### src/gpsec_pkg.sv
// shared constants, types and position tables for the grid parity corrector
package gpsec_pkg;

	localparam int WORD_W = 32;
	localparam int SYN_W = 8;
	localparam int STATUS_W = 2;
	localparam int POSITIONS = 24;
	localparam int POS_IDX_W = $clog2(WORD_W);

	typedef logic [WORD_W-1:0] word_t;
	typedef logic [SYN_W-1:0] syn_t;
	typedef logic [STATUS_W-1:0] status_t;
	typedef logic [POS_IDX_W-1:0] pos_idx_t;

	localparam status_t STATUS_OK = 2'd0;
	localparam status_t STATUS_CORRECTED = 2'd1;
	localparam status_t STATUS_UNCORRECTABLE = 2'd2;

	// row bit 7-r for rows 0..3, column bit 3-c for columns 0..3
	localparam syn_t POS_SIG [POSITIONS] = '{
		8'h88, 8'h84, 8'h82, 8'h81, 8'h80,
		8'h48, 8'h44, 8'h42, 8'h41, 8'h40,
		8'h28, 8'h24, 8'h22, 8'h21, 8'h20,
		8'h18, 8'h14, 8'h12, 8'h11, 8'h10,
		8'h08, 8'h04, 8'h02, 8'h01
	};

	// word bit holding payload position p
	function automatic pos_idx_t pos_bit(input int p);
		int b;
		if (p < 8) begin
			b = 16 + p;
		end else if (p < 16) begin
			b = p;
		end else begin
			b = p - 16;
		end
		return pos_idx_t'(b);
	endfunction

endpackage

### src/gpsec_rx_if.sv
// input channel: received word with valid/ready handshake
interface gpsec_rx_if;
	logic valid;
	logic ready;
	gpsec_pkg::word_t received_word;

	modport source (output valid, output received_word, input ready);
	modport sink (input valid, input received_word, output ready);
endinterface

### src/gpsec_tx_if.sv
// output channel: corrected word and status with valid/ready handshake
interface gpsec_tx_if;
	logic valid;
	logic ready;
	gpsec_pkg::word_t corrected_word;
	gpsec_pkg::status_t decode_status;

	modport source (output valid, output corrected_word, output decode_status, input ready);
	modport sink (input valid, input corrected_word, input decode_status, output ready);
endinterface

### src/gpsec_decode.sv
// syndrome computation and single position correction for one word
module gpsec_decode (
	input gpsec_pkg::word_t word,
	output gpsec_pkg::word_t corrected_word,
	output gpsec_pkg::status_t decode_status
);

	gpsec_pkg::syn_t syn;
	gpsec_pkg::word_t flip;
	logic [gpsec_pkg::POSITIONS-1:0] hit;

	always_comb begin
		syn = word[gpsec_pkg::WORD_W-1 -: gpsec_pkg::SYN_W];
		for (int p = 0; p < gpsec_pkg::POSITIONS; p++) begin
			if (word[gpsec_pkg::pos_bit(p)]) begin
				syn = syn ^ gpsec_pkg::POS_SIG[p];
			end
		end
	end

	always_comb begin
		flip = '0;
		for (int p = 0; p < gpsec_pkg::POSITIONS; p++) begin
			hit[p] = (syn == gpsec_pkg::POS_SIG[p]);
			flip[gpsec_pkg::pos_bit(p)] = hit[p];
		end
	end

	always_comb begin
		if (syn == '0) begin
			decode_status = gpsec_pkg::STATUS_OK;
			corrected_word = word;
		end else if (hit != '0) begin
			decode_status = gpsec_pkg::STATUS_CORRECTED;
			corrected_word = word ^ flip;
		end else begin
			decode_status = gpsec_pkg::STATUS_UNCORRECTABLE;
			corrected_word = word;
		end
	end

endmodule

### src/grid_parity_single_error_corrector.sv
// top level: input register, decode logic, result register
// an accepted input word reaches tx through the input register and then the result register
// throughput: one word per cycle while tx is ready; the input register refills as the result register drains
// tx backpressure stalls the result register, then the input register, then rx ready
// reset: arst_n asynchronous active low clears both valid flags, payload is not reset
module grid_parity_single_error_corrector (
	input logic clk,
	input logic arst_n,
	gpsec_rx_if.sink rx,
	gpsec_tx_if.source tx
);

	logic valid_s1;
	logic valid_s2;
	logic adv_s1;
	gpsec_pkg::word_t word_s1;
	gpsec_pkg::word_t word_s2;
	gpsec_pkg::status_t status_s2;
	gpsec_pkg::word_t dec_word;
	gpsec_pkg::status_t dec_status;

	assign adv_s1 = valid_s1 && (!valid_s2 || tx.ready);
	assign rx.ready = !valid_s1 || adv_s1;

	always_ff @(posedge clk or negedge arst_n) begin
		if (!arst_n) begin
			valid_s1 <= 1'b0;
		end else if (rx.valid && rx.ready) begin
			valid_s1 <= 1'b1;
		end else if (adv_s1) begin
			valid_s1 <= 1'b0;
		end
	end

	always_ff @(posedge clk) begin
		if (rx.valid && rx.ready) begin
			word_s1 <= rx.received_word;
		end
	end

	gpsec_decode u_decode (
		.word(word_s1),
		.corrected_word(dec_word),
		.decode_status(dec_status)
	);

	always_ff @(posedge clk or negedge arst_n) begin
		if (!arst_n) begin
			valid_s2 <= 1'b0;
		end else if (adv_s1) begin
			valid_s2 <= 1'b1;
		end else if (tx.ready) begin
			valid_s2 <= 1'b0;
		end
	end

	always_ff @(posedge clk) begin
		if (adv_s1) begin
			word_s2 <= dec_word;
			status_s2 <= dec_status;
		end
	end

	assign tx.valid = valid_s2;
	assign tx.corrected_word = word_s2;
	assign tx.decode_status = status_s2;

	// check byte is never modified
	a_check_byte_kept: assert property (@(posedge clk) disable iff (!arst_n)
		adv_s1 |=> word_s2[31:24] == $past(word_s1[31:24]))
		else $error("check byte changed by decode");

	// only a corrected word differs from its input, and then by exactly one bit
	a_unchanged_word: assert property (@(posedge clk) disable iff (!arst_n)
		adv_s1 |=> (status_s2 == gpsec_pkg::STATUS_CORRECTED
			|| word_s2 == $past(word_s1)))
		else $error("word altered without correction");

	a_single_flip: assert property (@(posedge clk) disable iff (!arst_n)
		adv_s1 |=> (status_s2 != gpsec_pkg::STATUS_CORRECTED
			|| $onehot(word_s2 ^ $past(word_s1))))
		else $error("correction did not flip exactly one bit");

endmodule
### src/flat_wrapper.sv
// flat-port wrapper written by rule: the top's interface ports become plain ports
module grid_parity_single_error_corrector_flat 
  (clk, arst_n, rx_valid, rx_received_word, rx_ready, tx_valid, tx_corrected_word, tx_decode_status, tx_ready);
  gpsec_rx_if rx_i ();
  gpsec_tx_if tx_i ();
  input logic clk;
  input logic arst_n;
  input wire logic [$bits(rx_i.valid)-1:0] rx_valid;
  input wire logic [$bits(rx_i.received_word)-1:0] rx_received_word;
  output wire logic [$bits(rx_i.ready)-1:0] rx_ready;
  output wire logic [$bits(tx_i.valid)-1:0] tx_valid;
  output wire logic [$bits(tx_i.corrected_word)-1:0] tx_corrected_word;
  output wire logic [$bits(tx_i.decode_status)-1:0] tx_decode_status;
  input wire logic [$bits(tx_i.ready)-1:0] tx_ready;
  assign rx_i.valid = rx_valid;
  assign rx_i.received_word = rx_received_word;
  assign rx_ready = rx_i.ready;
  assign tx_valid = tx_i.valid;
  assign tx_corrected_word = tx_i.corrected_word;
  assign tx_decode_status = tx_i.decode_status;
  assign tx_i.ready = tx_ready;
  grid_parity_single_error_corrector u_core (.clk(clk), .arst_n(arst_n), .rx(rx_i), .tx(tx_i));
endmodule
### config.mk
export PLATFORM = sky130hd
export DESIGN_NAME = grid_parity_single_error_corrector_flat
export DESIGN_NICKNAME = d
export VERILOG_FILES = /design/src/gpsec_pkg.sv /design/src/gpsec_rx_if.sv /design/src/gpsec_tx_if.sv /design/src/gpsec_decode.sv /design/src/grid_parity_single_error_corrector.sv /design/src/flat_wrapper.sv
export SDC_FILE = /design/constraint.sdc
export NUM_CORES = 1
export LEC_CHECK = 0
export BUFFER_PORTS_ARGS = -buffer_cell sky130_fd_sc_hd__buf_4
export CORE_MARGIN = 4
export CORE_UTILIZATION = 45
export DETAILED_ROUTE_END_ITERATION = 8
export GPL_TIMING_DRIVEN = 1
export PLACE_DENSITY = 0.68
export SLEW_MARGIN = 15
export SYNTH_ARGS = -nofsm -noshare
export SYNTH_HDL_FRONTEND = slang
export SYNTH_SLANG_ARGS = --single-unit
### constraint.sdc
create_clock -name clk -period 4.3 [get_ports clk]
set_clock_uncertainty 0.2 [all_clocks]
set_input_delay 0.43 -clock clk [delete_from_list [all_inputs] [get_ports clk]]
set_output_delay 0.43 -clock clk [all_outputs]
set_load 0.005 [all_outputs]
==> impl_results.md, run 1 <==
- Status: completed
- Basic-gate share of the synthesized area counting and, or, nand and nor cells: 10.28%
- Number of ports placed on the die boundary: 72
- Clock H-tree levels: 3
- Count of synthesis-stage warnings from yosys: 0
- Total of max-cap violations: 0
- Startpoint type of the worst setup path: flop
- Syn Nets: 227
- Peak supply drop: 0.0002040 V
- Total leakage power: 1.518 nW
- Share of async-settable or async-resettable flops after synthesis: 2.941%
- Count of TritonRoute iterations in the first routing pass: 4
- Total track usage: 14.92%
- Number of enable-type register cells in the synthesized netlist: between 60 and 70
- Primary flip-flop cell chosen by synthesis mapping: edfxtp_1
- ANT cells: 0
- Overall overflow remaining after global route: 0
- Initial core utilization: 46.22%
- Fraction of layout instances using a drive strength above 1: 37.01%
- Sequential share of power: between 40% and 50%
- Data required time at the worst endpoint: 4.19 ns
- Multiplexer fraction of the synthesized cell area: 0%
- Violation count after the first detailed-routing iteration: 70
- Share of total power in the clock network: 28.4%
- Number of antenna violations at the first check in global routing: 0
- CTS Root Buffer Type: clkbuf_8
- Post-synthesis cell type count: 29
- Reg-to-reg endpoint: u_core.tx.decode_status[1]
- Wire length of the first global-routing pass: 9356 um
- Slew @ Worst Pin: 0.6898 ns
- Worst-case headroom to the max-slew limit: between 50 and 60%
- Post-Synthesis Cells: 191
- Path type of the worst min-delay path: in -> reg
- Nets: 312
- Antenna-violating nets left: 0
- Dominant combinational cell family by area after synthesis: XOR/XNOR gates
- Ratio of total power to cell area: 431.9 mW/mm^2
- Vias in the first global route: around 1800
- Setup repair after global routing missed its margin: false
- Worst r2r path cells: 6
- Worst setup path category: reg -> reg
- Switch share: 27.12%
- Final number of hold-violating endpoints: 0
- Drt via density: ~4.7
- Hold path cells: 1
- Standard-cell rows: 30
- Post-layout min period: ~2.7 ns
- Arithmetic-cell share of the synthesized area counting full adders, half adders and majority gates: 0.3187%
- Number of buffers created by CTS: 9
- Via count: around 1800
- Setup Buffers After CTS: 0
- Switching power summed over all nets: approximately 0.47 mW
- Fin Setup TNS: 0 ns
- Detailed-placement wirelength estimate: 4297 um
- Most common cell after layout, fill and taps aside: buf_4
- Share of total power in combinational logic: 24.0%
- Chip height: 91.54 um
- Core footprint: 0.006794 sq mm
- Minimum setup slack among reg-to-reg paths: about 1.6 ns
- Critical Path Sink Type: flop
- Critical Path Fanout Max: 6
- Layout overhead on the synthesized area: 27.41%
- Overall power: 1.728 mW
- Worst EP arrival: 2.61 ns
- Launch instance of the worst min-delay path: rx_received_word[3]
- Crit share post-route: 63.23%
- Number of remaining DRC errors: 0
- Post-synthesis average cell area: 16.44 sq um
- Count of final setup violators: 0
- Bufs on Longest Clock Path: 2
- Maximum clock frequency: 367.8 MHz
- Die Footprint: between 0.008 and 0.009 sq mm
- Clock tree from TritonCTS: built
- Count of buffers inserted at the top-level ports: 71
- Synthesized-area fraction occupied by ao, oa, aoi and oai cells: under 10%
- Internal power contribution: ~1.3 mW
- Clock latency on the worst-skew pair: 0.33 ns
- Flop and latch count out of synthesis: 68
- Commonest cells after routing, fill and taps aside: 73 x buf_4, 66 x edfxtp_1, 44 x xnor2_1, 29 x nand2_1, 9 x clkbuf_8
- Global placer's final weighted congestion: ~0.88
- Fraction of the yosys area taken by sequential cells: 64.70%
- Cell area after synthesis: 0.003141 sq mm
- Hold endpoint: u_core.word_s1[3]
- Clk sinks: 68
- Synthesized-area fraction occupied by xor and xnor cells: 23.07%
- Average wire per cell in the routed design: about 16 um
- Clock input transition at the sequential cells of the worst setup and hold paths: roughly 0.070 ns
- Overall die width: approximately 92 um
- Final Max Tran Viols: 0
- Critical R2R Launch: u_core.word_s1[2]
- Routed WL: roughly 5900 um
- Maximum number of pins on one net before global-route repair: 35
[how the worst max path moves through the flow]
stage	start	end	slack, ns	depth (start not counted)
floorplan	u_core.word_s1[2]	u_core.tx.decode_status[1]	1.96	6
global placement	u_core.word_s1[16]	u_core.tx.corrected_word[22]	1.52	5
detailed placement	u_core.word_s1[2]	u_core.tx.decode_status[1]	1.60	6
CTS	u_core.word_s1[2]	u_core.tx.decode_status[1]	1.57	6
global route	u_core.word_s1[2]	u_core.tx.decode_status[1]	1.43	6
finish	u_core.word_s1[2]	u_core.tx.decode_status[1]	1.58	6
[critical path, stage by stage (launching register included)]
cell	delay, ns
edfxtp_1	0.46
xnor2_1	0.31
xor3_2	0.55
nor4_4	0.52
o21ba_1	0.21
a31oi_1	0.05
and3_1	0.17
[timing repair]
action,4_1_cts,5_1_grt
hold buffers,1,0
setup endpoints to repair,0,0
gates resized for setup,0,0
endpoints found under the hold margin,2,0
[registers in the layout (all words and copies together), names as in the netlist]
name	flops
u_core.tx.valid	1
u_core.tx.corrected_word	32
u_core.tx.decode_status	2
u_core.word_s1	32
u_core.valid_s1	1
[area by class of cell]
| cell class | instances | area, sq um |
|---|---|---|
| repair buffers | 74 | 558.0 |
| inverters | 1 | 3.754 |
| clock buffers | 10 | 127.6 |
| flip-flops and latches | 68 | 2032 |
| multi-input cells | 122 | 1105 |
| clock inverters | 6 | 55.05 |
| fillers | 540 | 2793 |
| well taps | 96 | 120.1 |
[synthesized netlist by cell type, drive strengths merged (3+ instances only)]
cell type / instances / area (sq um)
and2: 3 / 18.77
edfxtp: 66 / 1982
nand2: 29 / 108.9
nand2b: 3 / 18.77
nor2: 5 / 18.77
nor3b: 5 / 63.82
nor4: 3 / 63.81
xnor2: 46 / 417.9
xnor3: 8 / 188.9
xor2: 5 / 43.79
xor3: 3 / 73.82
[kinds of logic after synthesis]
kind of cell	Yosys count
xor gates and xnor gates	62
DFF	68
and+or+nand+nor	53
adders and majority gates	1
buffers and inverters	1
AOI/OAI and AO/OA	6
[per-stage QoR]
stage                     util (%)  setup slack [ns]  std cells  area [sq um]  hold slack (ns)
after detailed placement     56.06             1.598        360          3809          0.01331
after global placement       56.06             1.517        360          3809          0.01237
after CTS                    58.89             1.572        377          4001          0.05167
final                        58.89             1.581        377          4001          0.06731
after global routing         58.89             1.431        377          4001          0.04714
after floorplan                  -             1.960        191          3141         -0.06559
[power by group through the flow]
stage               sequential (mW)  clock, mW  combinational, mW
global route                  0.827      0.539              0.453
finish                        0.822      0.492              0.414
floorplan                     0.836          0              0.284
detailed placement            0.837          0              0.418
global placement              0.836          0              0.422
CTS                           0.823      0.507              0.419
[metal layers]
| metal | global-route usage, % | wire length [um] | up-vias |
|---|---|---|---|
| li1 | - | - | 858 |
| met1 | 19.42 | 2593 | 835 |
| met2 | 23.86 | 2830 | 55 |
| met3 | 3.977 | 365 | 6 |
| met4 | 5.653 | 77 | 0 |
| met5 | 0 | 0 | - |
No activity file was read; power rests on OpenSTA's default activity.
==> inputs of run 2 (changes only) <==
Settings changed: PLACE_DENSITY 0.68 to 0.71.
Clock period 4.3 ns to 2.18 ns, I/O delays scaled along.
==> run 2 against run 1 <==
- the flow now finishes with violations (negative setup slack)
- worst hold slack improved by 0.22 ns
- count of clock-buffer cells in the layout shrank 1
- die area is the same
- design area up 26%
- fmax is 9.9% higher
- via count is 21% higher
==> impl_results.md, run 2 (synthesis gave the netlist of run 1 again) <==
- Worst setup path category: reg -> reg
- Overall overflow remaining after global route: 0 (unchanged)
- Number of antenna violations at the first check in global routing: 0 (unchanged)
- Maximum number of pins on one net before global-route repair: 35 (unchanged)
- Clock latency on the worst-skew pair: 0.36 ns (+0.03 ns)
- Violation count after the first detailed-routing iteration: 99 (+41%)
- Startpoint type of the worst setup path: flop
- Peak supply drop: 0.0005047 V (+150%)
- Post-layout utilization of the core: 74.33% (+15 points)
- Bufs on Longest Clock Path: 2 (unchanged)
- CTS Root Buffer Type: clkbuf_8
- Setup repair after global routing missed its margin: true
- Routed WL: 7111 um (+21%)
- Clk sinks: 68 (unchanged)
- Initial core utilization: 46.22% (unchanged)
- Overall die width: 91.54 um (unchanged)
- Total cell area at the placement stage: 0.004098 sq mm (+7.6%)
- Final number of hold-violating endpoints: 0 (unchanged)
- Number of fill cells in the layout: 457 (-15%)
- Wire length of the first global-routing pass: 11120 um (+19%)
- Number of ports placed on the die boundary: 72 (unchanged)
- Total leakage power: 2.085 nW (+37%)
- Chip height: 91.54 um (unchanged)
- Detailed-placement wirelength estimate: 4469 um (+4.0%)
- Most common cell after layout, fill and taps aside: buf_4
- Commonest cells after routing, fill and taps aside: 116 x buf_4, 66 x edfxtp_1, 37 x dlygate4sd3_1, 34 x xnor2_1, 19 x nand2_2
- Critical Path Fanout Max: 7 (+1)
- Total of max-cap violations: 0 (unchanged)
- Slew @ Worst Pin: 0.4537 ns (-0.2361 ns)
- Via count: 2116 (+21%)
- Fin Setup TNS: -5.831 ns (-5.831 ns)
- Worst setup slack after layout: -0.2950 ns (-1.876 ns)
- Path type of the worst min-delay path: reg -> reg
- Crit share post-route: 113.5% (+50 points)
- Worst EP arrival: 2.39 ns (-0.22 ns)
- Reg area: 0.002032 sq mm (unchanged)
- Clock input transition at the sequential cells of the worst setup and hold paths: 0.08 ns (about the same)
- Failing checks: negative setup slack
- Clock tree from TritonCTS: built
- Ratio of total power to cell area: 814.6 mW/mm^2 (+89%)
- Maximum clock frequency: 404.0 MHz (+9.9%)
- Minimum setup slack after placement: -0.3402 ns (-1.938 ns)
- Standard-cell rows: 30 (unchanged)
- Layout overhead on the synthesized area: 60.80%
- ANT cells: 0 (unchanged)
- Count of final setup violators: 26 (+26)
- Total track usage: 17.75% (+2.8 points)
- Final design instance area without fill: 0.005050 sq mm (+26%)
- Antenna-violating nets left: 0 (unchanged)
- Global placer's final weighted congestion: 0.8407 (-4.8%)
- Status: complete, but fails checks
- Die Footprint: 0.008380 sq mm (unchanged)
- Final Max Tran Viols: 0 (unchanged)
- Critical Path Sink Type: flop
- Number of remaining DRC errors: 0 (unchanged)
- Worst-case headroom to the max-slew limit: 69.75% (+16 points)
- Post-layout min period: 2.475 ns (-0.2440 ns)
- Clock H-tree levels: 3 (unchanged)
- Nets: 401 (+29%)
- Area of the multi-input gates: 0.001301 sq mm (+18%)
- Drt via density: 4.541 (-2.4%)
- Average wire per cell in the routed design: 15.26 um (-1.9%)
- Data required time at the worst endpoint: 2.09 ns (-2.10 ns)
- Vias in the first global route: 2304 (+25%)
- Count of TritonRoute iterations in the first routing pass: 6 (+2)
- Count of buffers inserted at the top-level ports: 71 (unchanged)
- Number of buffers created by CTS: 9 (unchanged)
- Fraction of layout instances using a drive strength above 1: 53.51% (+17 points)
- Core footprint: 0.006794 sq mm (unchanged)
==> run 2: changes by cell type in the layout (fill, tap and decap cells not counted), moves of 2 or more <==
| cell | before | now |
|---|---|---|
| xnor2_1 | 44 | 34 |
| buf_4 | 73 | 116 |
| nor2_1 | 5 | 3 |
| nor2_4 | 0 | 2 |
| xnor2_2 | 2 | 11 |
| clkinv_1 | 2 | 0 |
| buf_6 | 0 | 10 |
| nand2_2 | 0 | 19 |
| nand2_4 | 0 | 4 |
| dlygate4sd3_1 | 1 | 37 |
| bufinv_16 | 1 | 3 |
| nand2_1 | 29 | 6 |
==> run 2: worst paths after layout <==
path,startpoint,end,slack [ns],cells after the start
worst min-delay path,u_core.word_s1[25],u_core.tx.corrected_word[25],0.28,0
worst max-delay path,u_core.word_s1[10],u_core.tx.decode_status[1],-0.29,6
max in group asynchronous,arst_n,u_core.valid_s1,1.13,3
min in group asynchronous,arst_n,u_core.tx.valid,0.53,3
worst min register to register,u_core.word_s1[25],u_core.tx.corrected_word[25],0.28,0
worst max register to register,u_core.word_s1[10],u_core.tx.decode_status[1],-0.29,6
==> run 2: cell type report <==
type	instances	share of cell area, %
Sequential cell	68	40.24
Timing Repair Buffer	163	26.81
Multi-Input combinational cell	122	25.77
Clock buffer	9	2.453
Tap cell	96	2.379
Clock inverter	7	2.279
Inverter	1	0.07433
==> run 2: power by group <==
group / internal [mW] / total, mW / switching, mW / leakage, nW
combinational: 0.684 / 1.25 / 0.565 / 1.32
sequential: 1.56 / 1.62 / 0.0570 / 0.653
clock: 0.755 / 1.24 / 0.489 / 0.115
==> run 2: layer usage <==
layer | GRT usage (%) | wire length [um] | share of wire (%)
met5 | 0 | 0 | 0
met4 | 5.025 | 54 | 0.76
met3 | 6.379 | 355 | 5.0
met2 | 31.10 | 3724 | 52
met1 | 20.31 | 2976 | 42
==> run 2: worst max-delay path, cell delays in order (launching register included) <==
cell and delay (ns):
edfxtp_1 0.47, xnor2_2 0.22, xnor3_2 0.59, nor4_4 0.29, buf_4 0.20, a32oi_1 0.06, and3_1 0.20
==> run 2: repair_timing <==
item,in CTS,in global routing
buffers inserted,12,5
hold buffers,37,0
pin swaps,23,18
endpoints found under the hold margin,36,0
gates resized for setup,27,25
setup endpoints to repair,26,26
==> run 2: metrics by stage <==
stage	cells	power (mW)	hold slack, ns
floorplan	191	2.220	-0.2776
global placement	396	2.607	-0.1991
detailed placement	396	2.608	-0.1976
CTS	461	4.030	0.2786
global route	466	4.298	0.2871
finish	466	4.114	0.2833
==> inputs of run 3 (changes only) <==
Settings changed: SETUP_SLACK_MARGIN set to 0.5.
==> run 3 against run 2 <==
- the flow still finishes with violations (negative setup slack)
- design area is 3.3% higher
- die area unchanged
- non-clock buffer count rose by 10
- flip-flop and latch count is the same
- worst hold slack worse by 0.16 ns
- largest power group unchanged
==> impl_results.md, run 3 (synthesis gave the netlist of run 1 again) <==
- Share of total power in the clock network: 29.6% (-0.6 points)
- Number of buffers created by CTS: 9 (unchanged)
- Clock input transition at the sequential cells of the worst setup and hold paths: 0.08 ns (about the same)
- Critical Path Fanout Max: 7 (unchanged)
- Hold path cells: 4 (+4)
- Worst setup path category: reg -> reg
- Share of total power in combinational logic: 32.2% (+1.8 points)
- Count of buffers inserted at the top-level ports: 71 (unchanged)
- Final Max Tran Viols: 0 (unchanged)
- Most common cell after layout, fill and taps aside: buf_4
- Internal power contribution: 3.078 mW (+2.5%)
- Clk sinks: 68 (unchanged)
- Status: complete, but fails checks
- Worst setup slack after layout: -0.2759 ns (+0.01909 ns)
- Fraction of layout instances using a drive strength above 1: 55.00% (+1.5 points)
- Maximum number of pins on one net before global-route repair: 35 (unchanged)
- Setup repair after global routing missed its margin: true
- CTS Root Buffer Type: clkbuf_8
- Total track usage: 18.41% (+0.66 points)
- Clock latency on the worst-skew pair: 0.35 ns (about the same)
- Nets: 411 (+2.5%)
- Commonest cells after routing, fill and taps aside: 120 x buf_4, 66 x edfxtp_1, 36 x dlygate4sd3_1, 31 x xnor2_1
- Slew @ Worst Pin: 0.2970 ns (-0.1567 ns)
- Minimum setup slack after placement: -0.3145 ns (+0.02571 ns)
- Vias in the first global route: 2265 (-1.7%)
- Clock tree from TritonCTS: built
- Source of the critical timing path: u_core.word_s1[16]
- Global placer's final weighted congestion: 0.8459 (+0.62%)
- Worst hold margin: 0.1227 ns (-0.1607 ns)
- Failing checks: negative setup slack
- Bufs on Longest Clock Path: 2 (unchanged)
- Overall die width: 91.54 um (unchanged)
- Total of max-cap violations: 0 (unchanged)
- Initial core utilization: 46.22% (unchanged)
- Count of final setup violators: 26 (unchanged)
- Fin Setup TNS: -5.129 ns (+0.7023 ns)
- Number of ports placed on the die boundary: 72 (unchanged)
- Total leakage power: 2.240 nW (+7.4%)
- Overall overflow remaining after global route: 0 (unchanged)
- Peak supply drop: 0.0005347 V (+5.9%)
- Post-layout min period: 2.456 ns (-0.01909 ns)
- Detailed-placement wirelength estimate: 4793 um (+7.3%)
- Final number of hold-violating endpoints: 0 (unchanged)
- Chip height: 91.54 um (unchanged)
- ANT cells: 0 (unchanged)
- Worst EP arrival: 2.35 ns (-0.04 ns)
- Standard-cell rows: 30 (unchanged)
- Data required time at the worst endpoint: 2.08 ns (about the same)
- Core footprint: 0.006794 sq mm (unchanged)
- Via count: 2167 (+2.4%)
- Worst-case headroom to the max-slew limit: 80.18% (+10 points)
- Launch instance of the worst min-delay path: tx_ready
- Die Footprint: 0.008380 sq mm (unchanged)
- Violation count after the first detailed-routing iteration: 88 (-11%)
- Count of TritonRoute iterations in the first routing pass: 4 (-2)
- Layout overhead on the synthesized area: 66.18%
- Clock H-tree levels: 3 (unchanged)
- Number of remaining DRC errors: 0 (unchanged)
- Post-layout utilization of the core: 76.81% (+2.5 points)
- Switching power summed over all nets: 1.159 mW (+4.3%)
- Critical Path Sink Type: flop
- Antenna-violating nets left: 0 (unchanged)
- Wire length of the first global-routing pass: 11440 um (+2.9%)
- Sequential share of power: 38.2% (-1.2 points)
- Maximum clock frequency: 407.2 MHz (+0.78%)
- Startpoint type of the worst setup path: flop
- Path type of the worst min-delay path: in -> reg
- Crit share post-route: 112.7% (-0.88 points)
- Number of antenna violations at the first check in global routing: 0 (unchanged)
- Critical R2R Launch: u_core.word_s1[16]
- Drt via density: 4.553 (+0.26%)
- Worst r2r path cells: 8 (+2)
- Ratio of total power to cell area: 811.9 mW/mm^2 (-0.34%)
- Switch share: 27.34% (+0.34 points)
- Average wire per cell in the routed design: 15.56 um (+2.0%)
- Routed WL: 7407 um (+4.2%)
run 3: per-layer routing:
metal	up-vias	GRT usage, %	part of all wire (%)
li1	1052	-	-
met5	-	0	0
met4	0	7.286	1.7
met2	55	30.68	52
met1	1049	22.50	41
met3	11	5.220	4.6
run 3: critical path, cell delays in order, from the launching register on:
cell	delay, ns
edfxtp_1	0.45
buf_6	0.15
xnor2_2	0.12
xnor3_2	0.51
nand2_4	0.10
nor3b_4	0.31
buf_4	0.19
nand2_4	0.05
xnor2_1	0.12
run 3: area by class of cell:
| cell class | instances | area (sq um) |
|---|---|---|
| Timing Repair Buffer | 173 | 1471 |
| Multi-Input combinational cell | 122 | 1353 |
| Fill cell | 423 | 1575 |
| Sequential cell | 68 | 2032 |
| Clock inverter | 7 | 115.1 |
| Inverter | 1 | 3.754 |
| Clock buffer | 9 | 123.9 |
| Tap cell | 96 | 120.1 |
run 3: power by group through the flow:
stage	Combinational (mW)	Sequential [mW]	Clock, mW
after floorplan	0.597	1.65	0
after CTS	1.25	1.62	1.27
after global placement	1.06	1.64	0
final	1.36	1.62	1.25
after detailed placement	1.07	1.64	0
after global routing	1.45	1.63	1.34
run 3: what timing repair did:
item,in CTS,in global routing
endpoints found under the hold margin,36,0
pin swaps,23,20
setup buffers,8,9
endpoints found under the setup margin,46,43
hold buffers,37,0
gates resized for setup,25,33
run 3: path summary, 6_finish.rpt:
path	slack [ns]	end
max	-0.28	u_core.tx.corrected_word[13]
max reg2reg	-0.28	u_core.tx.corrected_word[13]
min	0.12	u_core.tx.valid
min in group asynchronous	0.53	u_core.tx.valid
max in group asynchronous	1.13	u_core.valid_s1
min reg2reg	0.29	u_core.tx.corrected_word[30]
run 3: per-stage QoR:
step           cells  instance area [sq um]  total power [mW]
2_1_floorplan    191                   3181             2.244
3_3_place_gp     406                   4219             2.705
3_5_place_dp     406                   4219             2.717
4_1_cts          467                   4991             4.135
5_1_grt          476                   5219             4.418
6_report         476                   5219             4.237
